[config.mk]
export PLATFORM = sky130hd
export DESIGN_NAME = block_median_insertion_sorter_top
export DESIGN_NICKNAME = d
export VERILOG_FILES = /design/src/sv/bmis_pkg.sv /design/src/sv/bmis_cell.sv /design/src/sv/block_median_insertion_sorter_top.sv
export SDC_FILE = /design/constraint.sdc
export NUM_CORES = 1
export LEC_CHECK = 0
export BUFFER_PORTS_ARGS = -buffer_cell sky130_fd_sc_hd__buf_2
export CORE_MARGIN = 4
export CORE_UTILIZATION = 40
export DETAILED_ROUTE_END_ITERATION = 12
export GPL_TIMING_DRIVEN = 0
export HOLD_SLACK_MARGIN = 0.06
export PLACE_DENSITY = 0.64
export SLEW_MARGIN = 15
export SYNTH_ARGS = -nofsm -noshare
export SYNTH_HDL_FRONTEND = slang
export SYNTH_SLANG_ARGS = --single-unit
[constraint.sdc]
create_clock -name clk -period 3.9 [get_ports clk]
set_input_delay 0.78 -clock clk [delete_from_list [all_inputs] [get_ports clk]]
set_output_delay 0.78 -clock clk [all_outputs]
set_load 0.02 [all_outputs]
[src/sv/bmis_pkg.sv]
package bmis_pkg;

	// Width of one sensor sample and of the median result.
	localparam int unsigned SAMPLE_W = 16;

	typedef logic [SAMPLE_W-1:0] sample_t;

	// Per-cell control from the top level: a beat is being taken this cycle,
	// the cell holds a live entry, and the cell is the first free slot.
	typedef struct packed {
		logic accept;
		logic occ;
		logic at_end;
	} cell_ctl_t;

endpackage

[src/sv/bmis_cell.sv]
module bmis_cell (
	input  logic                 clk,
	input  bmis_pkg::cell_ctl_t  ctl,
	input  bmis_pkg::sample_t    sample,
	input  bmis_pkg::sample_t    left_value,
	input  logic                 left_gt,
	output bmis_pkg::sample_t    value,
	output logic                 gt,
	output bmis_pkg::sample_t    next_value
);

	bmis_pkg::sample_t value_q;

	// A live entry greater than the new sample must move one place right.
	assign gt = ctl.occ && (value_q > sample);

	// Take the left neighbor when it moves, else take the sample if this is
	// its slot (first greater entry or first free slot), else hold.
	always_comb begin
		if (left_gt) begin
			next_value = left_value;
		end else if (gt || ctl.at_end) begin
			next_value = sample;
		end else begin
			next_value = value_q;
		end
	end

	// Entry register; its contents are only meaningful below the fill count.
	always_ff @(posedge clk) begin
		if (ctl.accept) begin
			value_q <= next_value;
		end
	end

	assign value = value_q;

endmodule

[src/sv/block_median_insertion_sorter_top.sv]
// Channel   | Direction | Handshake                    | Payload
// ----------+-----------+------------------------------+----------------
// sample    | in        | sample_valid / sample_ready  | sample [15:0]
// median    | out       | median_valid / median_ready  | median [15:0]
//
// One sample beat is taken per cycle while sample_ready is high; a row of WINDOW cells compares every
// entry with the new sample at once and shifts the larger ones right.
// Every WINDOW-th sample yields one median beat, registered when that sample is taken.
// Reset clears the fill count and the output valid; cell contents are not reset.
// sample_ready drops only while a median beat waits and median_ready is low.
module block_median_insertion_sorter_top #(
	parameter int unsigned WINDOW = 29
) (
	input  logic                clk,
	input  logic                arst_n,
	input  bmis_pkg::sample_t   sample,
	input  logic                sample_valid,
	output logic                sample_ready,
	output bmis_pkg::sample_t   median,
	output logic                median_valid,
	input  logic                median_ready
);

	localparam int unsigned CW  = $clog2(WINDOW);
	localparam int unsigned MID = WINDOW / 2;

	logic [CW-1:0]       count_q;
	logic                median_valid_q;
	bmis_pkg::sample_t   median_q;
	logic                accept;
	logic                full;

	bmis_pkg::cell_ctl_t ctl       [WINDOW];
	bmis_pkg::sample_t   cell_val  [WINDOW];
	bmis_pkg::sample_t   cell_next [WINDOW];
	logic                cell_gt   [WINDOW];

	// Input is taken whenever the output register is free or draining.
	assign sample_ready = !median_valid_q || median_ready;
	assign accept       = sample_valid && sample_ready;
	assign full         = (count_q == CW'(WINDOW - 1));

	// Row of insertion cells, each fed by its left neighbor.
	for (genvar k = 0; k < WINDOW; k++) begin : g_cell
		assign ctl[k].accept = accept;
		assign ctl[k].occ    = (CW'(k) < count_q);
		assign ctl[k].at_end = (CW'(k) == count_q);

		if (k == 0) begin : g_first
			bmis_cell u_cell (
				.clk        (clk),
				.ctl        (ctl[k]),
				.sample     (sample),
				.left_value ('0),
				.left_gt    (1'b0),
				.value      (cell_val[k]),
				.gt         (cell_gt[k]),
				.next_value (cell_next[k])
			);
		end else begin : g_rest
			bmis_cell u_cell (
				.clk        (clk),
				.ctl        (ctl[k]),
				.sample     (sample),
				.left_value (cell_val[k-1]),
				.left_gt    (cell_gt[k-1]),
				.value      (cell_val[k]),
				.gt         (cell_gt[k]),
				.next_value (cell_next[k])
			);
		end
	end

	// Fill count: wraps to zero on the beat that completes a block.
	always_ff @(posedge clk or negedge arst_n) begin
		if (!arst_n) begin
			count_q <= '0;
		end else if (accept) begin
			if (full) begin
				count_q <= '0;
			end else begin
				count_q <= count_q + CW'(1);
			end
		end
	end

	// Output register valid.
	always_ff @(posedge clk or negedge arst_n) begin
		if (!arst_n) begin
			median_valid_q <= 1'b0;
		end else if (accept && full) begin
			median_valid_q <= 1'b1;
		end else if (median_ready) begin
			median_valid_q <= 1'b0;
		end
	end

	// Capture the middle entry of the completed, sorted block.
	always_ff @(posedge clk) begin
		if (accept && full) begin
			median_q <= cell_next[MID];
		end
	end

	assign median       = median_q;
	assign median_valid = median_valid_q;

endmodule
==> impl_metrics.py, run 1 <==
metrics = {
    "clocking": {
        "htreeDepth": 1,
        "insertion_delay_ns": 0.58,
        "clk_pin_slew_worst_paths_ns": 0.07,
        "clock-sinks": 262,
        "cts_made_buffers": 29,
        "ctsRootBufferMaster": "clkbuf_16",
        "cts_tree": "yes",
        "ctsLongestPathBuffers": 3,
    },
    "synth": {
        "synthTopCellsByArea": "edfxtp_1, ha_1, mux2_2, a21oi_1, nand2_1",
        "synth_cells": 1298,
        "synthTopCellsByCount": "edfxtp_1, ha_1, mux2_2",
        "async_reset_ff_share_pct": 2.29,
        "ys_seq_area_share_pct": 47.4,
        "synth-warning-count": 0,
        "synth.top_cell.area_share_pct": 46.5,
        "yosys.cell_types.count": 63,
        "synthFlopType": "edfxtp_1",
        "synthesis.area_um2": 16500,
        "yosysMostFrequentCell": "edfxtp_1",
        "avgSynthCellArea_um2": 12.7,
        "synth_seq_cells": 262,
        "synth_fp_nets": 1561,
        "synth_edf_count": 256,
        "synth_top_area_cell": "edfxtp_1",
    },
    "setup_path": {
        "crit_required_ns": 4.22,
        "worstPathMaxFanout": 9,
        "crit_path_end_kind": "flop",
        "r2r_slack_ns": 0.55,
        "criticalPathCategory": "primary input to flop",
        "r2r_end": "g_cell[9].g_rest.u_cell.value[5]$_DFFE_PP_",
        "arrival_ns": 4.02,
        "start_kind": "primary input",
        "r2r-start": "g_cell[8].g_rest.u_cell.value[2]$_DFFE_PP_",
        "reg2reg_depth": 9,
    },
    "floorplanning": {
        "die_area_um2": 44600,
        "die_x_um": 211,
        "core-area_um2": 40800,
        "initial_core_util_pct": 40.5,
        "die_y_um": 211,
        "io_pins": 38,
        "rows": 74,
    },
    "sta": {
        "rsz0062_at_grt": "false",
        "clock_skew_ns": 0.0299,
        "setup_viol": 0,
        "report.final.slew_viol_count": 0,
        "post-route-period-util_pct": 94.9,
        "fmax_ghz": 0.270,
        "relSlewSlack_pct": 33.1,
        "worstMarginPinSlew_ns": 1.00,
        "hold_viol": 0,
        "period_needed_ns": 3.70,
    },
    "route": {
        "vias": 11700,
        "highest_layer": "met4",
        "viasPerCell": 5.90,
        "dr.pass1.iters": 6,
        "drc": 0,
        "postRouteAntennaNets": 0,
        "avgRoutedWirePerCell_um": 23.9,
        "dr_wl_met2_um": 20400,
        "first_iter_violations": 908,
        "wl_met3_um": 3550,
        "wl_met1_um": 21500,
        "wl_um": 47300,
    },
    "cells_and_area": {
        "nets": 1692,
        "diodes": 0,
        "final_area_um2": 19100,
        "utilization_pct": 46.9,
        "syn2layout_area_growth_pct": 15.8,
        "nFillCells": 3580,
        "fin_cells": 1983,
        "layout-drive-gt1-share_pct": 29.3,
    },
    "power_and_ir_drop": {
        "p_sw_share_pct": 34.8,
        "internal-power_mw": 8.51,
        "leakage_nw": 7.40,
        "share_comb_of_total_power_pct": 39.1,
        "switchingPower_mw": 4.54,
        "p_clk_share_pct": 21.3,
        "p_per_area_nw_per_um2": 682,
        "p_seq_share_pct": 39.6,
        "peakVddDrop_mv": 0.333,
    },
    "grt": {
        "grt_pass1_wl_um": 71400,
        "grt_max_degree": 26,
        "antenna_found_initial": 0,
        "grt_pass1_vias": 11700,
        "gr-total-overflow": 0,
        "grt_util_all_layers_pct": 20.9,
    },
    "hold_path": {
        "min_from": "sample[10]",
        "min_path_cells": 1,
        "worstHoldEndpoint": "g_cell[0].g_first.u_cell.value[10]$_DFFE_PP_",
        "worstHoldPathType": "primary input to flop",
    },
    "place": {
        "gp_congestion": 0.899,
        "post_dp_cell_area_um2": 17500,
        "port_buffers": 37,
        "detailed_place_hpwl_um": 30800,
        "dp.cells": 1877,
    },
    "outcome": {
        "run_status": "complete, no violations",
    },
    "run": {
        "maxCapViolCount": 0,
    },
}
-- power by group through the flow --
stage	Sequential, mW	Combinational (mW)	Clock, mW
2_1_floorplan	4.92	3.70	0
3_3_place_gp	5.22	4.61	0
3_5_place_dp	5.16	4.92	0
4_1_cts	5.15	5.07	2.81
5_1_grt	5.26	5.67	2.93
6_report	5.17	5.10	2.78
-- sequential cells by signal, indices dropped and copies added, names as in the netlist --
name                         flops
count_q                          5
g_cell.g_first.u_cell.value     16
g_cell.g_rest.u_cell.value     224
median                          16
median_valid                     1
-- how the worst max path moves through the flow --
stage                    start                                     endpoint  slack (ns)
floorplan           sample[15]  g_cell[0].g_first.u_cell.value[0]$_DFFE_PP_      0.0001
global route         sample[3]   g_cell[9].g_rest.u_cell.value[5]$_DFFE_PP_        0.04
detailed placement  sample[15]   g_cell[1].g_rest.u_cell.value[9]$_DFFE_PP_       -1.13
CTS                  sample[6]   g_cell[9].g_rest.u_cell.value[2]$_DFFE_PP_        0.02
global placement    sample[15]  g_cell[0].g_first.u_cell.value[8]$_DFFE_PP_       -1.50
finish               sample[3]   g_cell[9].g_rest.u_cell.value[5]$_DFFE_PP_        0.20
-- routing by layer --
layer	track usage (%)	vias up
li1	-	5374
met5	0	-
met1	30.3	5778
met3	3.39	101
met2	31.8	443
met4	7.94	0
-- layout make-up --
cell class / count / area [um2] / area share, %
inverter: 46 / 229 / 1.20
multi-input combinational: 943 / 8400 / 43.9
tap: 532 / 666 / 3.48
clock buffer: 36 / 782 / 4.09
buffer: 47 / 214 / 1.12
timing repair buffer: 100 / 837 / 4.37
sequential: 262 / 7840 / 41.0
clock inverter: 17 / 169 / 0.883
-- critical path, stage by stage --
cell and delay (ns):
buf_2 0.23, clkinvlp_4 0.29, ha_1 0.37, and3_1 0.18, a221o_1 0.37, a221oi_1 0.36
a2bb2oi_2 0.50, nand2b_1 0.21, o211ai_1 0.27, buf_4 0.27, buf_4 0.17
-- per-stage QoR --
step | power (mW) | hold WS, ns | setup slack, ns | setup TNS (ns)
floorplan | 8.63 | 0.484 | 0.000149 | 0
global placement | 9.83 | 0.530 | -1.50 | -252.66
detailed placement | 10.1 | 0.533 | -1.13 | -171.42
CTS | 13.0 | 0.532 | 0.0210 | 0
global route | 13.9 | 0.543 | 0.0384 | 0
finish | 13.1 | 0.540 | 0.200 | 0
-- placed cells by master (no fill, tap or decap), types with 18 or more instances in the layout --
master / netlist / layout
edfxtp_1: 256 / 256
ha_1: 243 / 243
mux2_2: 212 / 212
a21oi_1: 96 / 94
nand2_1: 75 / 75
o21ai_0: 53 / 53
buf_2: 13 / 51
buf_4: 3 / 46
nand4_1: 42 / 42
clkbuf_1: 29 / 32
inv_1: 46 / 31
clkbuf_16: 0 / 29
a21o_1: 26 / 26
nand3_1: 24 / 23
nor2_1: 20 / 19
clkinvlp_4: 0 / 18
-- timing repair --
item,in CTS,in global routing
resized for setup,18,3
setup endpoints to repair,89,41
buffers inserted,46,6
hold buffers,1,0
hold endpoints to repair,5,0
-- kinds of logic (layout without fill, tap and decap cells) --
logic type / after synthesis / after routing / synth area share (%)
AO/OA/AOI/OAI: 259 / 259 / 9.74
adder cells (fa/ha/maj): 243 / 243 / 18.4
buffers and inverters: 93 / 246 / 2.32
flip-flops: 262 / 262 / 47.4
multiplexers: 223 / 223 / 15.4
AND/OR/NAND/NOR: 218 / 218 / 6.74
Power figures use the tool's default switching activity.
==> run 2, diff against run 1 <==
--- a/config.mk
+++ b/config.mk
@@ -7,11 +7,11 @@
 export LEC_CHECK = 0
 export BUFFER_PORTS_ARGS = -buffer_cell sky130_fd_sc_hd__buf_2
 export CORE_MARGIN = 4
-export CORE_UTILIZATION = 40
+export CORE_UTILIZATION = 30
 export DETAILED_ROUTE_END_ITERATION = 12
 export GPL_TIMING_DRIVEN = 0
 export HOLD_SLACK_MARGIN = 0.06
-export PLACE_DENSITY = 0.64
+export PLACE_DENSITY = 0.53
 export SLEW_MARGIN = 15
 export SYNTH_ARGS = -nofsm -noshare
 export SYNTH_HDL_FRONTEND = slang
==> constraint.sdc (replaced) <==
create_clock -name clk -period 4.5 [get_ports clk]
set_input_delay 0.9 -clock clk [delete_from_list [all_inputs] [get_ports clk]]
set_output_delay 0.9 -clock clk [all_outputs]
set_load 0.02 [all_outputs]
==> run 2 against run 1 <==
Net effect:
- register-to-register slack gained 0.53 ns
- cell area shrank 1.3%
- cell count grew 5.9%
- routed wire length grew 0.73%
- sequential power shrank 13%
- worst hold slack lost 0.36 ns
- combinational power shrank 15%
- critical path depth is the same
- core utilization shrank 12 points
- global-route usage shrank 5.4 points
- non-clock buffer count shrank 50
- sequential share of layout area grew 0.55 points
- largest power group unchanged
- highest routed layer unchanged
==> impl_metrics.py, run 2 (same netlist as run 1, synthesis figures left out) <==
metrics = {
    "outcome": {
        "run_status": "complete, no violations",
    },
    "grt": {
        "grt_pass1_wl_um": 70200,
        "grt_pass1_vias": 11200,
        "antenna_found_initial": 0,
        "grt_max_degree": 26,
        "gr-total-overflow": 0,
        "grt_util_all_layers_pct": 15.6,
    },
    "floorplanning": {
        "rows": 85,
        "initial_core_util_pct": 30.5,
        "die_x_um": 243,
        "die_y_um": 243,
        "io_pins": 38,
        "core-area_um2": 54100,
        "die_area_um2": 58900,
    },
    "power_and_ir_drop": {
        "peakVddDrop_mv": 0.313,
        "fin_total_pwr_mw": 11.5,
        "p_sw_share_pct": 34.7,
        "p_per_area_nw_per_um2": 611,
        "p_seq_share_pct": 38.9,
        "internal-power_mw": 7.54,
        "share_comb_of_total_power_pct": 37.8,
        "p_clk_share_pct": 23.3,
        "leakage_nw": 7.24,
        "switchingPower_mw": 4.00,
    },
    "cells_and_area": {
        "layout-drive-gt1-share_pct": 26.1,
        "final_common_cell": "edfxtp_1",
        "syn2layout_area_growth_pct": 14.2,
        "fin_cells": 2100,
        "final-seq-area_um2": 7840,
        "diodes": 0,
        "nFillCells": 5188,
        "most-common-layout-cells": "edfxtp_1, ha_1, mux2_2",
        "multiInputGateArea_um2": 8370,
        "nets": 1643,
        "largest_reg_flops": 224,
    },
    "clocking": {
        "holdBufCountCts": 0,
        "ctsRootBufferMaster": "clkbuf_16",
        "htreeDepth": 1,
        "insertion_delay_ns": 0.59,
        "clk_pin_slew_worst_paths_ns": 0.06,
        "ctsLongestPathBuffers": 3,
        "clock-sinks": 262,
        "post_cts_buffers": 0,
        "cts_tree": "yes",
        "cts_made_buffers": 30,
        "cts_resized": 0,
    },
    "place": {
        "dp.cells": 2044,
        "gp_congestion": 0.878,
        "detailed_place_hpwl_um": 32600,
        "port_buffers": 37,
    },
    "route": {
        "drc": 0,
        "vias": 11300,
        "avgRoutedWirePerCell_um": 22.7,
        "viasPerCell": 5.38,
        "wl_um": 47700,
        "first_iter_violations": 819,
        "postRouteAntennaNets": 0,
        "dr.pass1.iters": 7,
    },
    "sta": {
        "hold_viol": 0,
        "report.final.slew_viol_count": 0,
        "post-route-period-util_pct": 96.7,
        "fmax_ghz": 0.230,
        "setup_viol": 0,
        "clock_skew_ns": 0.0132,
        "period_needed_ns": 4.35,
        "rsz0062_at_grt": "false",
        "relSlewSlack_pct": 26.1,
        "worstMarginPinSlew_ns": 1.11,
    },
    "run": {
        "maxCapViolCount": 0,
    },
    "hold_path": {
        "worstHoldPathType": "primary input to asynchronous set/reset pin",
    },
    "setup_path": {
        "crit_required_ns": 4.79,
        "arrival_ns": 4.64,
        "start_kind": "primary input",
        "worstPathMaxFanout": 16,
        "crit_path_end_kind": "flop",
        "criticalPathCategory": "primary input to flop",
    },
}
run 2: cell types whose count changed in the layout (fill, tap and decap cells not counted), moves of 2 or more:
cell | before | now
a31oi_2 | 6 | 9
a31oi_4 | 3 | 0
buf_12 | 12 | 0
buf_4 | 46 | 6
buf_6 | 8 | 11
bufinv_16 | 3 | 5
clkbuf_1 | 32 | 30
clkbuf_8 | 3 | 6
clkinv_2 | 8 | 5
clkinv_4 | 0 | 2
clkinvlp_4 | 18 | 4
inv_1 | 31 | 44
run 2: area by class of cell:
type                            instances  area share [%]
Inverter                               46           0.954
Clock buffer                           38            4.45
Multi-Input combinational cell        943            44.3
Tap cell                              696            4.61
Clock inverter                         18            1.30
Buffer                                 47            1.13
Timing Repair Buffer                   50            1.70
Sequential cell                       262            41.5
run 2: final timing paths:
path	slack, ns	to	depth (start not counted)	from
worst max register to register	1.08	g_cell[1].g_rest.u_cell.value[13]$_DFFE_PP_	9	g_cell[0].g_first.u_cell.value[15]$_DFFE_PP_
worst max-delay path	0.15	g_cell[1].g_rest.u_cell.value[13]$_DFFE_PP_	11	sample[15]
worst min-delay path	0.18	count_q[0]$_DFFE_PN0P_	1	arst_n
min in group clk	0.55	median_valid$_DFFE_PN0P_	2	median_valid$_DFFE_PN0P_
worst min register to register	0.55	median_valid$_DFFE_PN0P_	2	median_valid$_DFFE_PN0P_
max in group asynchronous	4.09	median_valid$_DFFE_PN0P_	1	arst_n
run 2: metal layers:
layer  global-route usage (%)  wire length [um]
met4                     5.64              1840
met3                     2.42              2390
met5                        0                 0
met1                     22.3             23000
met2                     23.9             20400
run 2: through the flow:
stage	TNS, ns	setup WS, ns	cell area, um2	util (%)	hold WS, ns
after floorplan	0	0.350	16500	-	0.526
after detailed placement	-29.29	-0.488	17800	32.8	0.543
after CTS	0	0.0894	18900	34.9	0.152
after global routing	0	0.104	18900	34.9	0.167
final	0	0.151	18900	34.9	0.180
after global placement	-151.43	-1.33	17600	32.5	0.538
run 2: power by group through the flow:
stage	logic, mW	registers, mW	clock network, mW
2_1_floorplan	3.20	4.27	0
3_3_place_gp	4.06	4.55	0
3_5_place_dp	4.32	4.48	0
4_1_cts	4.36	4.47	2.74
5_1_grt	4.85	4.55	2.83
6_report	4.36	4.49	2.69
run 2: critical path, stage by stage:
cell and delay [ns]:
buf_2 0.29, inv_1 0.53, ha_1 0.55, nand4_1 0.14
or4_1 0.58, a21o_1 0.18, a31o_2 0.21, buf_2 0.21
buf_4 0.23, a31oi_2 0.54, buf_6 0.25
==> run 3, diff against run 2 <==
--- a/config.mk
+++ b/config.mk
@@ -8,6 +8,7 @@
 export BUFFER_PORTS_ARGS = -buffer_cell sky130_fd_sc_hd__buf_2
 export CORE_MARGIN = 4
 export CORE_UTILIZATION = 30
+export CTS_BUF_LIST = sky130_fd_sc_hd__clkbuf_4
 export DETAILED_ROUTE_END_ITERATION = 12
 export GPL_TIMING_DRIVEN = 0
 export HOLD_SLACK_MARGIN = 0.06
==> run 3 against run 2 <==
Net effect:
- worst hold slack improved by 0.25 ns
- core utilization decreased by 0.31 points
- worst setup slack better by 0.18 ns
- sequential power is essentially flat
- first-iteration DRC count increased by 2.1%
- cell count is 3.5% higher
- routed wire length is 1.2% higher
- highest routed layer unchanged
==> impl_metrics.py, run 3 (same netlist as run 1, synthesis figures left out) <==
metrics = {
    "sta": {
        "clock_skew_ns": 0.0740,
        "rsz0062_at_grt": "false",
        "fin_tns_setup_ns": 0,
        "period_needed_ns": 4.17,
        "fin_ws_ns": 0.333,
        "fmax_ghz": 0.240,
        "post-route-period-util_pct": 92.6,
        "report.final.slew_viol_count": 0,
        "worstMarginPinSlew_ns": 1.12,
        "hold_viol": 0,
        "holdWs_ns": 0.425,
        "setup_viol": 0,
        "relSlewSlack_pct": 25.4,
    },
    "route": {
        "avgRoutedWirePerCell_um": 22.2,
        "wl_um": 48200,
        "dr.pass1.iters": 5,
        "first_iter_violations": 836,
        "drc": 0,
        "postRouteAntennaNets": 0,
        "vias": 11600,
        "viasPerCell": 5.32,
    },
    "clocking": {
        "cts_tree": "yes",
        "ctsLongestPathBuffers": 3,
        "clk_pin_slew_worst_paths_ns": 0.06,
        "htreeDepth": 3,
        "insertion_delay_ns": 0.79,
        "cts_made_buffers": 74,
        "clock-sinks": 262,
        "ctsRootBufferMaster": "clkbuf_4",
        "post_cts_buffers": 0,
    },
    "setup_path": {
        "crit_required_ns": 4.77,
        "reg2reg_depth": 7,
        "cp_cell_sequence": "buf_2, inv_1, ha_1, and3_1, a221o_1, a221oi_1, a2bb2oi_2, nand2b_1, nand3_1",
        "crit_path_end_kind": "flop",
        "worstPathMaxFanout": 16,
        "start_kind": "primary input",
        "slowest_delay_ns": 0.72,
        "arrival_ns": 4.43,
        "criticalPathCategory": "primary input to flop",
        "crit_slowest_cell": "inv_1",
    },
    "cells_and_area": {
        "nets": 1688,
        "syn2layout_area_growth_pct": 13.2,
        "utilization_pct": 34.6,
        "most-common-layout-cells": "edfxtp_1, ha_1, mux2_2",
        "multiInputGateArea_um2": 8370,
        "final_area_um2": 18700,
        "layout-drive-gt1-share_pct": 29.0,
        "final_common_cell": "edfxtp_1",
        "nFillCells": 5284,
        "largest_reg_flops": 224,
        "final-seq-area_um2": 7840,
        "fin_cells": 2174,
    },
    "place": {
        "detailed_place_hpwl_um": 32600,
        "post_dp_cell_area_um2": 17800,
        "dp.cells": 2044,
        "port_buffers": 37,
        "pre_cts_ws_ns": -0.488,
        "gp_congestion": 0.878,
    },
    "grt": {
        "grt_max_degree": 26,
        "grt_pass1_vias": 11700,
        "grt_util_all_layers_pct": 16.0,
        "grt_pass1_wl_um": 71100,
        "gr-total-overflow": 0,
        "antenna_found_initial": 1,
    },
    "hold_path": {
        "min_path_cells": 1,
        "worstHoldPathType": "primary input to flop",
    },
    "floorplanning": {
        "die_y_um": 243,
        "core-area_um2": 54100,
        "initial_core_util_pct": 30.5,
        "die_area_um2": 58900,
        "die_x_um": 243,
        "rows": 85,
        "io_pins": 38,
    },
    "power_and_ir_drop": {
        "p_per_area_nw_per_um2": 591,
        "fin_total_pwr_mw": 11.1,
        "peakVddDrop_mv": 0.199,
        "leakage_nw": 7.26,
    },
    "run": {
        "maxCapViolCount": 0,
    },
    "outcome": {
        "run_status": "complete, no violations",
    },
}
run 3: changes by cell type in the layout (fill, tap and decap cells not counted), moves of 2 or more:
cell / change
bufinv_16: -5
clkbuf_1: -2
clkbuf_16: -30
clkbuf_4: +111
clkbuf_8: -6
clkinv_1: +9
clkinv_2: -4
clkinvlp_4: -2
inv_1: +2
inv_2: +2
inv_6: -2
run 3: layer usage:
metal,up-vias,GRT usage [%],routed length (um)
li1,5405,-,-
met1,5685,22.2,23000
met2,371,23.8,20600
met3,111,3.62,2870
met4,0,6.96,1800
met5,-,0,0
run 3: power by group:
group	internal, mW	switching (mW)
clock network	1.13	1.09
logic	1.97	2.39
registers	3.95	0.536
total	7.05	4.01
run 3: worst paths after layout:
check,endpoint,slack [ns],from
max,g_cell[8].g_rest.u_cell.value[5]$_DFFE_PP_,0.33,sample[2]
min,g_cell[0].g_first.u_cell.value[9]$_DFFE_PP_,0.43,sample[9]
max reg2reg,g_cell[8].g_rest.u_cell.value[5]$_DFFE_PP_,1.01,g_cell[8].g_rest.u_cell.value[2]$_DFFE_PP_
min reg2reg,median_valid$_DFFE_PN0P_,0.56,median_valid$_DFFE_PN0P_
max in group asynchronous,count_q[2]$_DFFE_PN0P_,3.66,arst_n
min in group asynchronous,count_q[0]$_DFFE_PN0P_,0.56,arst_n
run 3: what timing repair did:
item	4_1_cts	5_1_grt
gates resized for setup	0	0
hold buffers	1	0
endpoints found under the hold margin	6	0
run 3: final cells by class:
| cell class | instances | share of cell area, % |
|---|---|---|
| buffer | 47 | 1.14 |
| clock buffer | 111 | 4.45 |
| tap | 696 | 4.65 |
| timing repair buffer | 51 | 1.77 |
| inverter | 46 | 0.923 |
| multi-input combinational | 943 | 44.7 |
| antenna | 1 | 0.0134 |
| clock inverter | 17 | 0.441 |
| sequential | 262 | 41.9 |
run 3: worst max-delay path, delay by kind of cell:
family          cells  cell delay, ns
buf+inv             2            0.89
compound gates      3            1.24
fa+ha+maj           1            0.38
simple gates        3            1.01
